==> src/sv/rti_pkg.sv <==
package rti_pkg;

    localparam logic [1:0] CMD_READ    = 2'd0;
    localparam logic [1:0] CMD_WRITE   = 2'd1;
    localparam logic [1:0] CMD_TICK    = 2'd2;
    localparam logic [1:0] CMD_CAPTURE = 2'd3;

    localparam logic [7:0] ADDR_GCTRL   = 8'h00;
    localparam logic [7:0] ADDR_TBCTRL  = 8'h04;
    localparam logic [7:0] ADDR_CAPCTRL = 8'h08;
    localparam logic [7:0] ADDR_COMPCTRL = 8'h0c;
    localparam logic [7:0] ADDR_CNT_LO  = 8'h10;
    localparam logic [7:0] ADDR_CMP_LO  = 8'h50;
    localparam logic [7:0] ADDR_TBW0    = 8'h70;
    localparam logic [7:0] ADDR_TBW1    = 8'h74;
    localparam logic [7:0] ADDR_SETINT  = 8'h80;
    localparam logic [7:0] ADDR_CLRINT  = 8'h84;
    localparam logic [7:0] ADDR_INTFLAG = 8'h88;
    localparam logic [7:0] ADDR_CMPCLR_LO = 8'hb4;
    localparam logic [7:0] ADDR_CMPCLR_HI = 8'hc0;

    // offsets inside a counter block
    localparam logic [4:0] CNT_FRC  = 5'h00;
    localparam logic [4:0] CNT_UC   = 5'h04;
    localparam logic [4:0] CNT_CPUC = 5'h08;
    localparam logic [4:0] CNT_CAFRC = 5'h10;
    localparam logic [4:0] CNT_CAUC = 5'h14;

    localparam logic [31:0] IRQ_MASK    = 32'h0007_000f;
    localparam logic [31:0] CMPSEL_MASK = 32'h0000_1111;
    localparam int          OVF_SHIFT   = 17;

    typedef struct packed {
        logic [1:0]  cmd;
        logic [7:0]  addr;
        logic [31:0] data;
        logic        src;
    } t_item;

endpackage

==> src/sv/rti_core.sv <==
module rti_core #(
    parameter int NUM_COUNTERS = 2,
    parameter int NUM_COMPARES = 4
) (
    input  logic          i_clk,
    input  logic          i_rst_n,
    input  logic          i_go,
    input  rti_pkg::t_item i_item,
    output logic [31:0]   o_rd,
    output logic [31:0]   o_irq
);

    logic [NUM_COUNTERS-1:0] r_en;
    logic [31:0] r_gctrl, r_tbctrl, r_capsel, r_cmpsel, r_ie, r_ip;
    logic [31:0] r_tbw [2];
    logic [31:0] r_frc [NUM_COUNTERS];
    logic [31:0] r_uc [NUM_COUNTERS];
    logic [31:0] r_ucl [NUM_COUNTERS];
    logic [31:0] r_cpuc [NUM_COUNTERS];
    logic [NUM_COUNTERS-1:0] r_arm;
    logic [31:0] r_cafrc [NUM_COUNTERS];
    logic [31:0] r_cauc [NUM_COUNTERS];
    logic [31:0] r_cmp [NUM_COMPARES];
    logic [31:0] r_stp [NUM_COMPARES];

    logic [NUM_COUNTERS-1:0] n_en;
    logic [31:0] n_gctrl, n_tbctrl, n_capsel, n_cmpsel, n_ie, n_ip;
    logic [31:0] n_tbw [2];
    logic [31:0] n_frc [NUM_COUNTERS];
    logic [31:0] n_uc [NUM_COUNTERS];
    logic [31:0] n_ucl [NUM_COUNTERS];
    logic [31:0] n_cpuc [NUM_COUNTERS];
    logic [NUM_COUNTERS-1:0] n_arm;
    logic [31:0] n_cafrc [NUM_COUNTERS];
    logic [31:0] n_cauc [NUM_COUNTERS];
    logic [31:0] n_cmp [NUM_COMPARES];
    logic [31:0] n_stp [NUM_COMPARES];
    logic [31:0] n_rd;

    logic [7:0]  a;
    logic [7:0]  ca;
    logic [4:0]  coff;
    logic [2:0]  cidx;
    logic [2:0]  jidx;
    logic [2:0]  kidx;
    logic        lock;
    logic [31:0] inc;
    logic [NUM_COUNTERS-1:0] adv;

    always_comb begin
        a    = {i_item.addr[7:2], 2'b00};
        ca   = a - rti_pkg::ADDR_CNT_LO;
        coff = ca[4:0];
        cidx = {1'b0, ca[6:5]};
        jidx = a[5:3] - 3'd2;  // (a-0x50)>>3 for 0x50..0x6c
        kidx = 3'(({1'b0, a} - {1'b0, rti_pkg::ADDR_CMPCLR_LO}) >> 2);
        lock = r_tbctrl[0];
        n_en = r_en; n_gctrl = r_gctrl; n_tbctrl = r_tbctrl; n_capsel = r_capsel;
        n_cmpsel = r_cmpsel; n_ie = r_ie; n_ip = r_ip; n_tbw = r_tbw;
        n_frc = r_frc; n_uc = r_uc; n_ucl = r_ucl; n_cpuc = r_cpuc; n_arm = r_arm;
        n_cafrc = r_cafrc; n_cauc = r_cauc; n_cmp = r_cmp; n_stp = r_stp;
        n_rd = '0;
        adv = '0;
        inc = '0;
        if (i_go) begin
            case (i_item.cmd)
                rti_pkg::CMD_READ: begin
                    if (a >= rti_pkg::ADDR_CNT_LO && a < rti_pkg::ADDR_CMP_LO) begin
                        for (int c = 0; c < NUM_COUNTERS; c++) begin
                            if (cidx == 3'(c)) begin
                                case (coff)
                                    rti_pkg::CNT_FRC: begin
                                        n_ucl[c] = r_uc[c];
                                        n_rd = r_frc[c];
                                    end
                                    rti_pkg::CNT_UC:    n_rd = r_ucl[c];
                                    rti_pkg::CNT_CPUC:  n_rd = r_cpuc[c];
                                    rti_pkg::CNT_CAFRC: n_rd = r_cafrc[c];
                                    rti_pkg::CNT_CAUC:  n_rd = r_cauc[c];
                                    default:            n_rd = '0;
                                endcase
                            end
                        end
                    end else if (a >= rti_pkg::ADDR_CMP_LO && a < rti_pkg::ADDR_TBW0) begin
                        for (int j = 0; j < NUM_COMPARES; j++) begin
                            if (jidx == 3'(j)) n_rd = a[2] ? r_stp[j] : r_cmp[j];
                        end
                    end else begin
                        case (a)
                            rti_pkg::ADDR_GCTRL:    n_rd = r_gctrl;
                            rti_pkg::ADDR_TBCTRL:   n_rd = r_tbctrl;
                            rti_pkg::ADDR_CAPCTRL:  n_rd = r_capsel;
                            rti_pkg::ADDR_COMPCTRL: n_rd = r_cmpsel;
                            rti_pkg::ADDR_TBW0:     n_rd = r_tbw[0];
                            rti_pkg::ADDR_TBW1:     n_rd = r_tbw[1];
                            rti_pkg::ADDR_SETINT,
                            rti_pkg::ADDR_CLRINT:   n_rd = r_ie;
                            rti_pkg::ADDR_INTFLAG:  n_rd = r_ip;
                            default:                n_rd = '0;
                        endcase
                    end
                end
                rti_pkg::CMD_WRITE: begin
                    if (a >= rti_pkg::ADDR_CNT_LO && a < rti_pkg::ADDR_CMP_LO) begin
                        for (int c = 0; c < NUM_COUNTERS; c++) begin
                            if (cidx == 3'(c)) begin
                                case (coff)
                                    rti_pkg::CNT_FRC: begin
                                        n_frc[c] = i_item.data;
                                        n_arm[c] = 1'b0;
                                    end
                                    rti_pkg::CNT_UC: begin
                                        n_ucl[c] = i_item.data;
                                        n_uc[c]  = i_item.data;
                                    end
                                    rti_pkg::CNT_CPUC: begin
                                        if (c != 0 || !lock) begin
                                            n_cpuc[c] = i_item.data;
                                            n_uc[c]   = '0;
                                        end
                                    end
                                    default: ;
                                endcase
                            end
                        end
                    end else if (a >= rti_pkg::ADDR_CMP_LO && a < rti_pkg::ADDR_TBW0) begin
                        for (int j = 0; j < NUM_COMPARES; j++) begin
                            if (jidx == 3'(j)) begin
                                if (a[2]) n_stp[j] = i_item.data;
                                else      n_cmp[j] = i_item.data;
                            end
                        end
                    end else if (a >= rti_pkg::ADDR_CMPCLR_LO && a <= rti_pkg::ADDR_CMPCLR_HI) begin
                        for (int j = 0; j < NUM_COMPARES; j++) begin
                            if (kidx == 3'(j)) n_ip[j] = 1'b0;
                        end
                    end else begin
                        case (a)
                            rti_pkg::ADDR_GCTRL: begin
                                n_gctrl = i_item.data;
                                n_en    = i_item.data[NUM_COUNTERS-1:0];
                            end
                            rti_pkg::ADDR_TBCTRL:   n_tbctrl = i_item.data;
                            rti_pkg::ADDR_CAPCTRL:  n_capsel = i_item.data;
                            rti_pkg::ADDR_COMPCTRL: n_cmpsel = i_item.data & rti_pkg::CMPSEL_MASK;
                            rti_pkg::ADDR_TBW0:     if (!lock) n_tbw[0] = i_item.data;
                            rti_pkg::ADDR_TBW1:     if (!lock) n_tbw[1] = i_item.data;
                            rti_pkg::ADDR_SETINT:   n_ie = r_ie | i_item.data;
                            rti_pkg::ADDR_CLRINT:   n_ie = r_ie & ~i_item.data;
                            rti_pkg::ADDR_INTFLAG:  n_ip = r_ip & ~i_item.data;
                            default: ;
                        endcase
                    end
                end
                rti_pkg::CMD_TICK: begin
                    for (int c = 0; c < NUM_COUNTERS; c++) begin
                        if (r_en[c]) begin
                            inc = r_uc[c] + 32'd1;
                            if (inc == r_cpuc[c]) begin
                                n_uc[c]  = '0;
                                adv[c]   = 1'b1;
                                n_frc[c] = r_frc[c] + 32'd1;
                                n_arm[c] = 1'b1;
                                if (n_frc[c] == '0) begin
                                    n_ip[rti_pkg::OVF_SHIFT + c] = 1'b1;
                                    n_arm[c] = 1'b0;
                                end
                            end else begin
                                n_uc[c] = inc;
                            end
                        end
                    end
                    // compare units see the counter they follow once it has moved
                    for (int j = 0; j < NUM_COMPARES; j++) begin
                        for (int c = 0; c < NUM_COUNTERS; c++) begin
                            if (r_cmpsel[4*j] == c[0] && adv[c] && n_frc[c] == r_cmp[j]) begin
                                n_cmp[j] = r_cmp[j] + r_stp[j];
                                n_ip[j]  = 1'b1;
                            end
                        end
                    end
                end
                default: begin
                    for (int c = 0; c < NUM_COUNTERS; c++) begin
                        if (r_capsel[c] == i_item.src) begin
                            n_cafrc[c] = r_frc[c];
                            n_cauc[c]  = r_uc[c];
                        end
                    end
                end
            endcase
        end
    end

    always_ff @(posedge i_clk) begin
        if (!i_rst_n) begin
            r_en <= '0; r_gctrl <= '0; r_tbctrl <= '0; r_capsel <= '0; r_cmpsel <= '0;
            r_ie <= '0; r_ip <= '0; r_arm <= '0;
            r_tbw <= '{default: '0};
            r_frc <= '{default: '0}; r_uc <= '{default: '0}; r_ucl <= '{default: '0};
            r_cpuc <= '{default: '0}; r_cafrc <= '{default: '0}; r_cauc <= '{default: '0};
            r_cmp <= '{default: '0}; r_stp <= '{default: '0};
        end else begin
            r_en <= n_en; r_gctrl <= n_gctrl; r_tbctrl <= n_tbctrl; r_capsel <= n_capsel;
            r_cmpsel <= n_cmpsel; r_ie <= n_ie; r_ip <= n_ip; r_arm <= n_arm; r_tbw <= n_tbw;
            r_frc <= n_frc; r_uc <= n_uc; r_ucl <= n_ucl; r_cpuc <= n_cpuc;
            r_cafrc <= n_cafrc; r_cauc <= n_cauc; r_cmp <= n_cmp; r_stp <= n_stp;
        end
    end

    assign o_rd  = n_rd;
    assign o_irq = n_ie & n_ip & rti_pkg::IRQ_MASK;

endmodule

==> src/sv/rti_counter_compare_unit.sv <==
// Real-time interrupt timer: two prescaled 32-bit counters, four compare units and
// their interrupt flags, driven one item per cycle (read, write, tick or capture).
// An item accepted on s_axis is applied in the same cycle it is taken and its result
// (read data and the IRQ lines after the item) appears on m_axis the next cycle; a
// new item is taken every cycle while the result register is free or being drained,
// so throughput is one item per clock.
module rti_counter_compare_unit #(
    parameter int NUM_COUNTERS = 2,
    parameter int NUM_COMPARES = 4
) (
    input  logic        i_clk,
    input  logic        i_rst_n,
    input  logic        s_axis_tvalid,
    output logic        s_axis_tready,
    input  logic [47:0] s_axis_tdata,   // address[7:0], write_data[39:8], capture_source[40], 0
    input  logic [1:0]  s_axis_tuser,   // command[1:0]
    output logic        m_axis_tvalid,
    input  logic        m_axis_tready,
    output logic [39:0] m_axis_tdata    // read_data[31:0], cmp_irq[35:32], ovf_irq[37:36], 0
);

    logic           go;
    rti_pkg::t_item item;
    logic [31:0]    rd;
    logic [31:0]    irq;
    logic           r_vld;
    logic [39:0]    r_res;
    logic [39:0]    n_res;
    logic [NUM_COMPARES-1:0] irqc;
    logic [NUM_COUNTERS-1:0] irqo;

    assign s_axis_tready = !r_vld || m_axis_tready;
    assign go = s_axis_tvalid && s_axis_tready;
    assign item = '{cmd: s_axis_tuser, addr: s_axis_tdata[7:0],
                    data: s_axis_tdata[39:8], src: s_axis_tdata[40]};

    rti_core #(.NUM_COUNTERS(NUM_COUNTERS), .NUM_COMPARES(NUM_COMPARES)) u_core (
        .i_clk(i_clk), .i_rst_n(i_rst_n), .i_go(go), .i_item(item), .o_rd(rd), .o_irq(irq)
    );

    assign irqc = irq[NUM_COMPARES-1:0];
    assign irqo = irq[rti_pkg::OVF_SHIFT +: NUM_COUNTERS];

    always_comb begin
        n_res = '0;
        n_res[31:0] = rd;
        n_res[32 +: NUM_COMPARES] = irqc;
        n_res[36 +: NUM_COUNTERS] = irqo;
    end

    always_ff @(posedge i_clk) begin
        if (!i_rst_n) begin
            r_vld <= 1'b0;
        end else if (s_axis_tready) begin
            r_vld <= s_axis_tvalid;
        end
        if (go) begin
            r_res <= n_res;
        end
    end

    assign m_axis_tvalid = r_vld;
    assign m_axis_tdata  = r_res;

endmodule

==> config.mk <==
export PLATFORM = sky130hd
export DESIGN_NAME = rti_counter_compare_unit
export DESIGN_NICKNAME = d
export VERILOG_FILES = /design/src/sv/rti_pkg.sv /design/src/sv/rti_core.sv /design/src/sv/rti_counter_compare_unit.sv
export SDC_FILE = /design/constraint.sdc
export NUM_CORES = 2
export LEC_CHECK = 0
export BUFFER_PORTS_ARGS = -buffer_cell sky130_fd_sc_hd__buf_2
export CELL_PAD_IN_SITES_DETAIL_PLACEMENT = 1
export CELL_PAD_IN_SITES_GLOBAL_PLACEMENT = 2
export CORE_MARGIN = 8
export CORE_UTILIZATION = 38
export CTS_CLUSTER_DIAMETER = 200
export DETAILED_ROUTE_END_ITERATION = 7
export PLACE_DENSITY = 0.84
export SLEW_MARGIN = 5
export SYNTH_ARGS = -nofsm -noshare
export SYNTH_HDL_FRONTEND = slang
export SYNTH_HIERARCHICAL = 1
export SYNTH_SLANG_ARGS = --single-unit
==> constraint.sdc <==
create_clock -name i_clk -period 8.3 [get_ports i_clk]
set_input_delay 1.245 -clock i_clk [delete_from_list [all_inputs] [get_ports i_clk]]
set_output_delay 1.245 -clock i_clk [all_outputs]
set_load 0.02 [all_outputs]
# ---- Yosys cells after proc, flatten, opt, wreduce, memory -nomap -nowiden
# Index checks and enable logic that the tools add are counted.
dict set report op_classes {
  order_cmp 6
  n_reduce_logical 58
  add_sub_neg 11
  n_eq_ne 57
  n_mux 107
  bitwise 14
}
# cell count
set ops {}
lappend ops {{32-bit two-way mux} 59}
lappend ops {{64-bit one-hot mux with 2 select lines} 3}
lappend ops {{32-bit == test} 10}
lappend ops {{32-bit one-hot mux with 5 select lines} 2}
lappend ops {{128-bit two-way mux} 2}
lappend ops {{64-bit two-way mux} 4}
lappend ops {{128-bit one-hot mux with 2 select lines} 1}
lappend ops {{32-bit one-hot mux with 8 select lines} 1}
lappend ops {{32-bit one-hot mux with 2 select lines} 3}
lappend ops {{32-bit by 1-bit adder with 32-bit output, second input constant} 4}
lappend ops {{32-bit adder} 4}
lappend ops {{32-bit AND} 2}
lappend ops {{32-bit logical NOT} 2}
lappend ops {{6-bit AND reduction} 10}
lappend ops {{7-bit AND reduction} 7}
lappend ops {{32-bit NOT} 1}
lappend ops {{32-bit bitwise OR} 1}
lappend ops {{28-bit two-way mux} 1}
lappend ops {{1-bit two-way mux} 26}
lappend ops {{13-bit two-way mux} 2}
lappend ops {{2-bit by 1-bit inequality test with 1-bit output, second input constant} 13}
lappend ops {{1-bit logical AND} 20}
lappend ops {{19-bit AND} 1}
lappend ops {{6-bit == test, second input constant} 3}
lappend ops {{38 further kinds} 71}
dict set report totals {
  word_cells 285
  reg_bits 909
  out_inout_bits 42
  input_bits 54
}

# ---- Longest topological paths before layout
dict set report logic_depth {
  depth_word 13
  depth_mapped 24
  depth_no_buf 18
}

# ---- Cells and area by module
# Netlist, hierarchy kept.
# module area_per_inst_um2 cells_each instances seq_area_each_um2
set by_module_without_submodules {}
lappend by_module_without_submodules {rti_core 58352.2 7882 1 17376.7}
lappend by_module_without_submodules {rti_counter_compare_unit 1217.4 46 1 1161.1}

# ---- Worst setup path before layout
# No wires, ideal clock.
dict set report synth_path {
  path_type {reg-to-reg}
  start {register u_core/r_uc[33] (netlist name)}
  end {register u_core/r_cmp[127] (netlist name)}
  synth_period_minus_slack_ns 5.764
  path_stages_with_launch 23
  setup_ns 0.141
  arrival_ns 5.624
  required_ns 8.159
  path_buffers 7
  slack_ns 2.536
  path_cell_list {dfxtp_1 -> ha_1 -> clkbuf_1 -> nand3_1 -> or4_1 -> clkbuf_1 -> or2_1 -> nand3b_1 -> nand4_1 -> or4_1 -> buf_2 -> buf_4 -> buf_2 -> nor4_1 -> mux2_2 -> nor4_1 -> o2111ai_1 -> nor4_1 -> a2bb2oi_1 -> a21oi_2 -> buf_2 -> buf_2 -> o32ai_1}
}
dict set report synth_via {
  elab_chain_cells 10
  word_cells_on_any_way 15
  cone_classes {1 x add/sub; 3 x eq/ne; 8 x mux; 3 x reduce/logical}
}
# element line
set synth_rtl {}
lappend synth_rtl {{from (decl)} rti_core.sv:17} ;# logic [31:0] r_uc [NUM_COUNTERS];
lappend synth_rtl {{from (signal assigned)} rti_core.sv:206} ;# r_frc <= n_frc; r_uc <= n_uc; r_ucl <= n_ucl; r_cpuc <= n_cpuc;
lappend synth_rtl {{32-bit by 1-bit adder with 32-bit output (*)} rti_core.sv:158} ;# inc = r_uc[c] + 32'd1;
lappend synth_rtl {{32-bit == test (*)} rti_core.sv:159} ;# if (inc == r_cpuc[c]) begin
lappend synth_rtl {{32-bit two-way mux / 1-bit two-way mux (equally long branches)} rti_core.sv:159}
lappend synth_rtl {{32-bit two-way mux / 1-bit two-way mux (equally long branches)} rti_core.sv:157} ;# if (r_en[c]) begin
lappend synth_rtl {{32-bit two-way mux / 1-bit two-way mux (equally long branches)} rti_core.sv:66} ;# case (i_item.cmd)
lappend synth_rtl {{32-bit two-way mux / 1-bit two-way mux (equally long branches)} rti_core.sv:65} ;# if (i_go) begin
lappend synth_rtl {{32-bit == test / 1-bit logical AND (equally long branches)} rti_core.sv:176} ;# if (r_cmpsel[4*j] == c[0] && adv[c] && n_frc[c] == r_cmp[j]) begin
lappend synth_rtl {{1-bit logical AND (*)} rti_core.sv:176}
lappend synth_rtl {{3-bit by 1-bit inequality test with 1-bit output (no source line) (*)} --}
lappend synth_rtl {{7-bit AND reduction (no source line) (*)} --}
lappend synth_rtl {{to (signal assigned)} rti_core.sv:207} ;# r_cafrc <= n_cafrc; r_cauc <= n_cauc; r_cmp <= n_cmp; r_stp <= n_stp;
lappend synth_rtl {{to (decl)} rti_core.sv:23} ;# logic [31:0] r_cmp [NUM_COMPARES];
# Mark *: on every way between the ends. The rest lies on a longest branch, timed or not. The select of a mux whose other input is x is not followed.
# A chain may end at the register's enable or synchronous reset.

# ---- Worst setup path in the final report
dict set report layout_path {
  start {register u_core/r_uc[32] (netlist name)}
  end {register u_core/r_cmp[51] (netlist name)}
}
# The elaborated chain is that of the path after synthesis.

==> reports/results.txt <==
Pin count of the biggest net entering global routing -> 204
Via count -> 66700
Hold Path Class -> reg2reg
GRT Total Usage -> 0.436
Rel. slew slack -> -0.0447
Clock power frac -> 0.450
Int Pwr -> 7.81 mW
Final core occ -> 0.428
Post-Synthesis Cells -> 7901
Synth warn -> 6
Reg clk slew, reported paths -> 0.06 ns
Slew @ Worst Pin -> 1.55 ns
Max FO, Critical Path -> 60
Switch Pwr -> 3.63 mW
Logic pwr share -> 0.150
Final Skew -> 0.0774 ns
Final Hold Viols -> 0
Nets -> 7934
Most frequent cells in the layout -> nand2_1, a21oi_1, dfxtp_1
Pwr dens -> 172 mW/mm2
RSZ-0062 raised after global routing -> false
Cell Area, Synth -> 0.0594 mm2
CORE AREA -> 0.156 mm2
Initial core utilization -> 0.381
Cell Rows -> 145
Post-DP HPWL -> 285000 um
Die Y-Extent -> 411 um
Top Ports -> 96
Crit end category -> register
Maxcap violations -> 1
Vias/cell -> 6.74
Post_cts resized -> 0
Final setup fails -> 0
Grt total ovfl -> 0
Syn Area/Cell -> 7.51 um2
Leakage Power -> 22.8 nW
Vias in the first global route -> 65000
CTS tree -> built
Clock root cell -> clkbuf_16
Final GP Congestion -> 1.09
CP Data Required Time -> 8.91 ns
Antenna violations before repair -> 35
Die X -> 411 um
Period utilisation layout -> 0.942
Peak Freq -> 0.128 GHz
WL/cell -> 39.0 um
Clock sink total -> 907
Clock buffer depth -> 3
Sw frac -> 0.317
Worst-Skew Late Latency -> 0.79 ns
Iteration-0 DRC count of the detailed router -> 8148
H-tree depth -> 3
Failing checks -> capacitance limit, slew limit
# port buffers -> 84
Final ANT Viol Nets -> 0
Slew Limit Fails -> 2
Postcts setup bufs -> 0
Detailed Routing Iterations Pass 1 -> 6
Final setup TNS -> 0 ns
Final WL -> 386000 um
Total die area -> 0.169 mm2
Flop pwr share -> 0.400
Status -> finished with violations
Setup CP Type -> reg2reg
First-pass GRT wire length -> 526000 um
Share of cells above drive strength 1 -> 0.108
CP arrival -> 8.43 ns
Final min period -> 7.82 ns
Total CTS buffers -> 109
Crit path launch type -> register
Layout area overhead -> 12.3%
DR DRC count -> 0
Commonest non-fill, non-tap cell in the layout -> nand2_1
Cts hold-fix bufs -> 0
Worst vdd ir -> 0.200 mV
-- worst paths after layout --
check                                   to  depth (start not counted)  slack [ns]                         start
max reg2reg  u_core/r_cmp[51]$_SDFFE_PN0P_                         18        0.48  u_core/r_uc[32]$_SDFFE_PN0P_
max          u_core/r_cmp[51]$_SDFFE_PN0P_                         18        0.48  u_core/r_uc[32]$_SDFFE_PN0P_
min           u_core/r_ip[28]$_SDFFE_PN0P_                          2        0.43  u_core/r_ip[28]$_SDFFE_PN0P_
min reg2reg   u_core/r_ip[28]$_SDFFE_PN0P_                          2        0.43  u_core/r_ip[28]$_SDFFE_PN0P_
-- power groups by stage --
| stage | Sequential, mW | Combinational, mW | Clock, mW |
|---|---|---|---|
| floorplan | 4.59 | 0.844 | 0 |
| CTS | 4.57 | 1.64 | 5.19 |
| detailed placement | 4.67 | 1.63 | 0 |
| global route | 4.57 | 1.72 | 5.36 |
| global placement | 4.66 | 1.62 | 0 |
| finish | 4.58 | 1.71 | 5.15 |
-- cell type report --
class | instances | area (um2)
Fill cell | 19000 | 89000
Tap cell | 2058 | 2570
Multi-Input combinational cell | 6140 | 37900
Sequential cell | 907 | 18500
Clock buffer | 160 | 3150
Antenna cell | 13 | 32.5
Inverter | 127 | 487
Clock inverter | 46 | 633
Timing Repair Buffer | 455 | 3370
-- registers in the layout (all words and copies together), names as in the netlist, 4 cells and up, named ones only --
signal           count
u_core/r_ie         20
u_core/r_ip         20
u_core/r_cmp       128
u_core/r_tbctrl     32
u_core/r_cauc       64
u_core/r_cafrc      64
u_core/r_ucl        64
u_core/r_frc        64
u_core/r_capsel     32
u_core/r_gctrl      31
u_core/r_cmpsel      4
u_core/r_stp       128
u_core/r_uc         64
u_core/r_cpuc       64
m_axis_tdata        38
u_core/r_tbw        64
-- layer usage --
layer,up-vias,global-route usage,part of all wire
met5,-,0,0.00025
met4,14,0.350,0.097
met3,1093,0.102,0.097
met2,3823,0.654,0.42
met1,33700,0.534,0.38
li1,28100,-,-
-- worst max-delay path: stages, from the launching register on --
cell and delay [ns]:
dfxtp_1 0.52, ha_1 0.35, nand3_1 0.11, buf_4 0.20, or4_1 0.63, or2_1 0.34, a221oi_1 0.46, nand3_1 0.78
buf_4 0.47, nor4_2 0.77, mux2_2 0.33, o21ai_0 0.22, nor4b_1 0.57, o2111a_1 0.28, nand4_1 0.37, a31o_2 0.41
buf_12 0.17, a211oi_1 0.36, nor3_1 0.08
-- per-stage QoR --
| step | worst slack, ns | power (mW) | hold WS [ns] | area [um2] | cells |
|---|---|---|---|---|---|
| 2_1_floorplan | 2.54 | 5.44 | 0.409 | 59400 | 7902 |
| 3_3_place_gp | 1.00 | 6.28 | 0.417 | 62800 | 9687 |
| 3_5_place_dp | 0.860 | 6.30 | 0.423 | 62800 | 9687 |
| 4_1_cts | 0.782 | 11.4 | 0.433 | 66600 | 9893 |
| 5_1_grt | 0.373 | 11.7 | 0.445 | 66600 | 9895 |
| 6_report | 0.480 | 11.4 | 0.433 | 66700 | 9906 |
Power figures use the tool's default switching activity.
